$ cat config.mk
export PLATFORM = sky130hd
export DESIGN_NAME = phh_ctrl
export DESIGN_NICKNAME = d
export VERILOG_FILES = /design/src/design/phh_pkg.sv /design/src/design/phh_ctrl.sv
export SDC_FILE = /design/constraint.sdc
export NUM_CORES = 1
export LEC_CHECK = 0
export BUFFER_PORTS_ARGS = -buffer_cell sky130_fd_sc_hd__buf_2
export CORE_AREA = 3 3 40 42
export CTS_CLUSTER_DIAMETER = 40
export DETAILED_ROUTE_END_ITERATION = 8
export DIE_AREA = 0 0 43 45
export GPL_TIMING_DRIVEN = 0
export PLACE_DENSITY = 0.68
export REMOVE_ABC_BUFFERS = 1
export SKIP_CTS_REPAIR_TIMING = 1
export SYNTH_ARGS = -nofsm -noshare
export SYNTH_HDL_FRONTEND = slang
export SYNTH_SLANG_ARGS = --single-unit
$ cat constraint.sdc
create_clock -name clk -period 4.35 [get_ports clk]
set_clock_uncertainty 0.15 [all_clocks]
set_input_delay 0.87 -clock clk [delete_from_list [all_inputs] [get_ports clk]]
set_output_delay 0.87 -clock clk [all_outputs]
set_load 0.05 [all_outputs]
$ cat src/design/phh_pkg.sv
package phh_pkg;

    localparam int ENERGY_W   = 24;
    localparam int WIDTH_W    = 20;
    localparam int BIN_IDX_W  = 10;
    localparam int OUT_CNT_W  = 32;

    // divider retires this many quotient bits per cycle
    localparam int DIV_RADIX_BITS = 2;
    localparam int DIV_STEPS      = ENERGY_W / DIV_RADIX_BITS;
    localparam int DIV_CNT_W      = $clog2(DIV_STEPS);

    localparam logic [1:0] CMD_RECORD = 2'd0;
    localparam logic [1:0] CMD_READ   = 2'd1;
    localparam logic [1:0] CMD_CLEAR  = 2'd2;
    localparam logic [1:0] CMD_NOP    = 2'd3;

    localparam int PADDR_W = 4;
    localparam logic [1:0] REG_BIN_WIDTH   = 2'd0;
    localparam logic [1:0] REG_LINE        = 2'd1;
    localparam logic [1:0] REG_WINDOW_HALF = 2'd2;

    localparam logic [WIDTH_W-1:0]  BIN_WIDTH_RST   = 20'd1000;
    localparam logic [ENERGY_W-1:0] LINE_RST        = 24'd662000;
    localparam logic [ENERGY_W-1:0] WINDOW_HALF_RST = 24'd10000;

    typedef struct packed {
        logic [1:0]          cmd;
        logic [ENERGY_W-1:0] energy_ev;
        logic [BIN_IDX_W-1:0] read_bin;
    } phh_in_t;

    typedef struct packed {
        logic [OUT_CNT_W-1:0] bin_value;
        logic [OUT_CNT_W-1:0] events_total;
        logic [OUT_CNT_W-1:0] hits_total;
        logic [OUT_CNT_W-1:0] peak_total;
        logic [BIN_IDX_W-1:0] bin_index;
        logic                 is_hit;
        logic                 in_range;
        logic                 in_window;
    } phh_out_t;

    // controller -> datapath
    typedef struct packed {
        logic load;
        logic eval;
        logic div_step;
        logic mem_rd;
        logic peak_inc;
        logic mem_upd;
        logic clr_step;
        logic out_load;
    } phh_ctl_t;

    // datapath -> controller
    typedef struct packed {
        logic [1:0] cmd;
        logic       nonzero;
        logic       clr_last;
    } phh_sts_t;

endpackage

$ cat src/design/phh_ctrl.sv
module phh_ctrl (
    input  logic              clk,
    input  logic              rst_n,
    input  logic              src_valid,
    output logic              src_stall,
    output logic              res_valid,
    input  logic              res_stall,
    input  phh_pkg::phh_sts_t sts,
    output phh_pkg::phh_ctl_t ctl
);

    localparam logic [2:0] S_INIT = 3'd0;
    localparam logic [2:0] S_IDLE = 3'd1;
    localparam logic [2:0] S_EVAL = 3'd2;
    localparam logic [2:0] S_DIV  = 3'd3;
    localparam logic [2:0] S_RD   = 3'd4;
    localparam logic [2:0] S_UPD  = 3'd5;
    localparam logic [2:0] S_CLR  = 3'd6;
    localparam logic [2:0] S_FIN  = 3'd7;

    localparam logic [phh_pkg::DIV_CNT_W-1:0] DIV_LAST =
        phh_pkg::DIV_CNT_W'(phh_pkg::DIV_STEPS - 1);

    logic [2:0]                    state_reg;
    logic [2:0]                    state_next;
    logic [phh_pkg::DIV_CNT_W-1:0] div_cnt_reg;
    logic [phh_pkg::DIV_CNT_W-1:0] div_cnt_next;
    logic                          res_valid_reg;
    logic                          res_valid_next;
    logic                          res_free;

    assign res_free  = !res_valid_reg || !res_stall;
    assign src_stall = (state_reg != S_IDLE);
    assign res_valid = res_valid_reg;

    always_comb
    begin
        ctl          = '0;
        ctl.load     = (state_reg == S_IDLE) && src_valid;
        ctl.eval     = (state_reg == S_EVAL);
        ctl.div_step = (state_reg == S_DIV);
        ctl.mem_rd   = (state_reg == S_RD);
        ctl.peak_inc = (state_reg == S_RD);
        ctl.mem_upd  = (state_reg == S_UPD);
        ctl.clr_step = (state_reg == S_INIT) || (state_reg == S_CLR);
        ctl.out_load = (state_reg == S_FIN) && res_free;
    end

    always_comb
    begin
        state_next   = state_reg;
        div_cnt_next = div_cnt_reg;
        unique case (state_reg)
            S_INIT:
            begin
                if (sts.clr_last)
                    state_next = S_IDLE;
            end
            S_IDLE:
            begin
                if (src_valid)
                    state_next = S_EVAL;
            end
            S_EVAL:
            begin
                div_cnt_next = '0;
                unique case (sts.cmd)
                    phh_pkg::CMD_RECORD: state_next = sts.nonzero ? S_DIV : S_FIN;
                    phh_pkg::CMD_READ:   state_next = S_RD;
                    phh_pkg::CMD_CLEAR:  state_next = S_CLR;
                    phh_pkg::CMD_NOP:    state_next = S_FIN;
                    default:             state_next = S_FIN;
                endcase
            end
            S_DIV:
            begin
                div_cnt_next = div_cnt_reg + 1'b1;
                if (div_cnt_reg == DIV_LAST)
                    state_next = S_RD;
            end
            S_RD:  state_next = S_UPD;
            S_UPD: state_next = S_FIN;
            S_CLR:
            begin
                if (sts.clr_last)
                    state_next = S_FIN;
            end
            S_FIN:
            begin
                if (res_free)
                    state_next = S_IDLE;
            end
            default: state_next = S_INIT;
        endcase
    end

    always_comb
    begin
        res_valid_next = res_valid_reg;
        if (res_valid_reg && !res_stall)
            res_valid_next = 1'b0;
        if (ctl.out_load)
            res_valid_next = 1'b1;
    end

    always_ff @(posedge clk or negedge rst_n)
    begin
        if (!rst_n)
        begin
            state_reg     <= S_INIT;
            div_cnt_reg   <= '0;
            res_valid_reg <= 1'b0;
        end
        else
        begin
            state_reg     <= state_next;
            div_cnt_reg   <= div_cnt_next;
            res_valid_reg <= res_valid_next;
        end
    end

    a_accept_to_eval: assert property (@(posedge clk) disable iff (!rst_n)
        (src_valid && !src_stall) |=> (state_reg == S_EVAL))
        else $error("accepted item did not move to evaluation");

    a_rd_entry: assert property (@(posedge clk) disable iff (!rst_n)
        (state_reg == S_RD) |-> ($past(state_reg) == S_DIV || $past(state_reg) == S_EVAL))
        else $error("memory read entered from unexpected state");

    a_fin_holds: assert property (@(posedge clk) disable iff (!rst_n)
        (state_reg == S_FIN && res_valid_reg && res_stall) |=> (state_reg == S_FIN))
        else $error("finished item left while previous result still stalled");

endmodule

==> flow_summary.json <==
{
  "path_buf_inv": 1,
  "maxCapViolations": 0,
  "grt_max_degree": 18,
  "synth-xor-area-share_pct": 0,
  "crit_start": "state_reg[1]",
  "yosys-mux-area-fraction_pct": 0,
  "grt_use_total_pct": 12.9,
  "syn_inst": 68,
  "boundaryPins": 18,
  "worst_pin_slew_ns": 0.490,
  "multi_input_area_um2": 302,
  "chipHeight_um": 45,
  "layout_commonest_cell": "buf_2",
  "grt_pass1_vias": 458,
  "finalMaxSlewViolations": 0,
  "placed_cells_incl_taps": 94,
  "period_minus_slack_ns": 2.54,
  "synthAdderAreaFrac_pct": 6.73,
  "grt_antenna_before_repair": 0,
  "path_cells": "nor2b_1 > nor3_1 > buf_2",
  "globalplace.congestion": 0.791,
  "largest_reg_flops": 4,
  "synth_seq_area_share_pct": 35.9,
  "path_delay_family": "flip-flops",
  "die_x_um": 43,
  "power.leakage_nw": 0.336,
  "max_freq_mhz": 394,
  "synth_compound_area_share_pct": 20.2,
  "row_count": 13,
  "syn_area_um2": 558,
  "clock_tree.buffer_depth": 2,
  "synth.distinct_cells": 28,
  "clk_latency_ns": 0.25,
  "required_ns": 3.33,
  "start_kind": "flip-flop",
  "power.density_nw_per_um2": 861,
  "dp_hpwl_um": 817,
  "status": "complete, no violations",
  "synth_top_family_by_area": "simple AND/OR/NAND/NOR gates",
  "fillers": 123,
  "peakVddDrop_v": 0.000460,
  "cts_buffers": 3,
  "dr.pass1.iters": 2,
  "cts_tree": "done",
  "slew-limit-headroom_pct": 67.3,
  "htree_levels": 1,
  "arrival_ns": 1.52,
  "critPathMaxStageDelay_ns": 0.59,
  "setup-tns-final_ns": 0,
  "synth-simple-area-share_pct": 27.1,
  "overflow": 0,
  "postSynthRegisterBits": 8,
  "fin_nets": 95,
  "setup_viol": 0,
  "hold_class": "input port to asynchronous set/reset pin",
  "criticalPathCategory": "flip-flop to output pin",
  "postRouteAntennaNets": 0,
  "clock_sinks": 8,
  "stdcell_count": 97,
  "port_buffers": 17,
  "cp_slowest_cell": "dfrtp_1",
  "num_vias": 516,
  "critPathMaxFanout": 15,
  "finalCritPeriodShare_pct": 58.3,
  "final_cell_mix": "17 x buf_2, 8 x dfrtp_1, 6 x inv_1, 6 x nor2_1, 5 x nand2_1",
  "fp.coreArea_um2": 1280,
  "antenna_cells": 0,
  "grt_pass1_wl_um": 1860,
  "viasPerCell": 5.32,
  "areaGrowthSynthToFinish_pct": 16.6,
  "hold_violations": 0,
  "drive_gt1_share_pct": 26.8,
  "register_area_um2": 200,
  "dieArea_um2": 1940,
  "syn_avg_cell_area_um2": 8.21,
  "clk_pin_slew_ns": 0.05,
  "drt_wl_total_um": 1090,
  "first_iter_violations": 2,
  "drc": 0,
  "r2r_start": "state_reg[0]",
  "cts_root_buf": "clkbuf_4",
  "reg2reg_slack_ns": 2.64,
  "wl_per_cell_um": 11.2,
  "start_util_pct": 43.4,
  "grt_setup_unrepaired": "no",
  "yosys_warnings": 0,
  "cp-end-kind": "output pin"
}
Yosys cell counts:
| master | count | area share [%] |
|---|---|---|
| a21oi_1 | 4 | 3.6 |
| o31a_1 | 1 | 1.6 |
| or3_1 | 1 | 1.1 |
| nand3b_1 | 3 | 4.0 |
| a21boi_2 | 1 | 2.0 |
| o21a_1 | 1 | 1.3 |
| nor2b_1 | 2 | 2.2 |
| buf_4 | 2 | 2.7 |
| a22o_1 | 1 | 1.6 |
| nand2_1 | 5 | 3.4 |
| a31oi_1 | 2 | 2.2 |
| nand4_1 | 1 | 1.1 |
| nand3_1 | 3 | 2.7 |
| dfrtp_1 | 8 | 36 |
| nor3b_1 | 1 | 1.3 |
| nor2_1 | 6 | 4.0 |
| a311oi_1 | 1 | 1.6 |
| ha_1 | 3 | 6.7 |
| and3_1 | 1 | 1.1 |
| nor3_1 | 3 | 2.7 |
| nand2b_1 | 1 | 1.1 |
| a21o_1 | 2 | 2.7 |
| clkbuf_1 | 1 | 0.67 |
| inv_1 | 6 | 4.0 |
| o21ai_0 | 3 | 2.7 |
| o21ai_1 | 1 | 0.90 |
| buf_2 | 3 | 2.7 |
| nor4_2 | 1 | 2.2 |
power by group:
part | switching (mW) | internal (mW)
Sequential | 0.0657 | 0.108
Combinational | 0.224 | 0.106
Clock | 0.0251 | 0.0316
Total | 0.315 | 0.246
cell type report:
cell class | count | share of cell area (%)
inverters | 6 | 3.46
repair buffers | 17 | 13.1
flip-flops and latches | 8 | 30.8
clock buffers | 3 | 3.46
well taps | 15 | 2.88
multi-input cells | 48 | 46.3
through the flow:
step | util (%) | power [mW] | hold WS [ns] | cell area, um^2 | setup slack, ns
final | 50.6 | 0.560 | 0.291 | 651 | 1.81
after floorplan | - | 0.428 | 0.316 | 524 | 0.712
after global routing | 50.6 | 0.607 | 0.296 | 651 | 1.69
after detailed placement | 48.9 | 0.507 | 0.370 | 628 | 1.96
after global placement | 48.9 | 0.501 | 0.345 | 628 | 1.98
after CTS | 50.6 | 0.566 | 0.291 | 651 | 1.79
routing by layer:
layer  global-route usage, %  vias up  wire length, um
li1                        -      265                -
met1                    15.6      233              523
met2                    21.0       15              487
met3                    2.39        3               56
met4                    9.04        0               21
met5                       0        -                0
path summary, 6_finish.rpt:
check                                 endpoint  cells past startpoint
worst max-delay path                    ctl[1]                      3
worst min-delay path            div_cnt_reg[0]                      1
worst max register to register    state_reg[2]                      4
worst min register to register  div_cnt_reg[1]                      2
max in group asynchronous       div_cnt_reg[1]                      1
min in group clk                div_cnt_reg[1]                      2
cell families after synthesis:
group	after synthesis
compound gates	17
fa+ha+maj	3
buf+inv	12
flops	8
simple gates	28
worst reg2reg max path, stage by stage, from the launching register on:
cell	delay, ns
dfrtp_1	0.64
nand3b_1	0.19
a31oi_1	0.26
a311oi_1	0.09
o31a_1	0.26
Note: power is estimated with default switching activity, not from simulation.
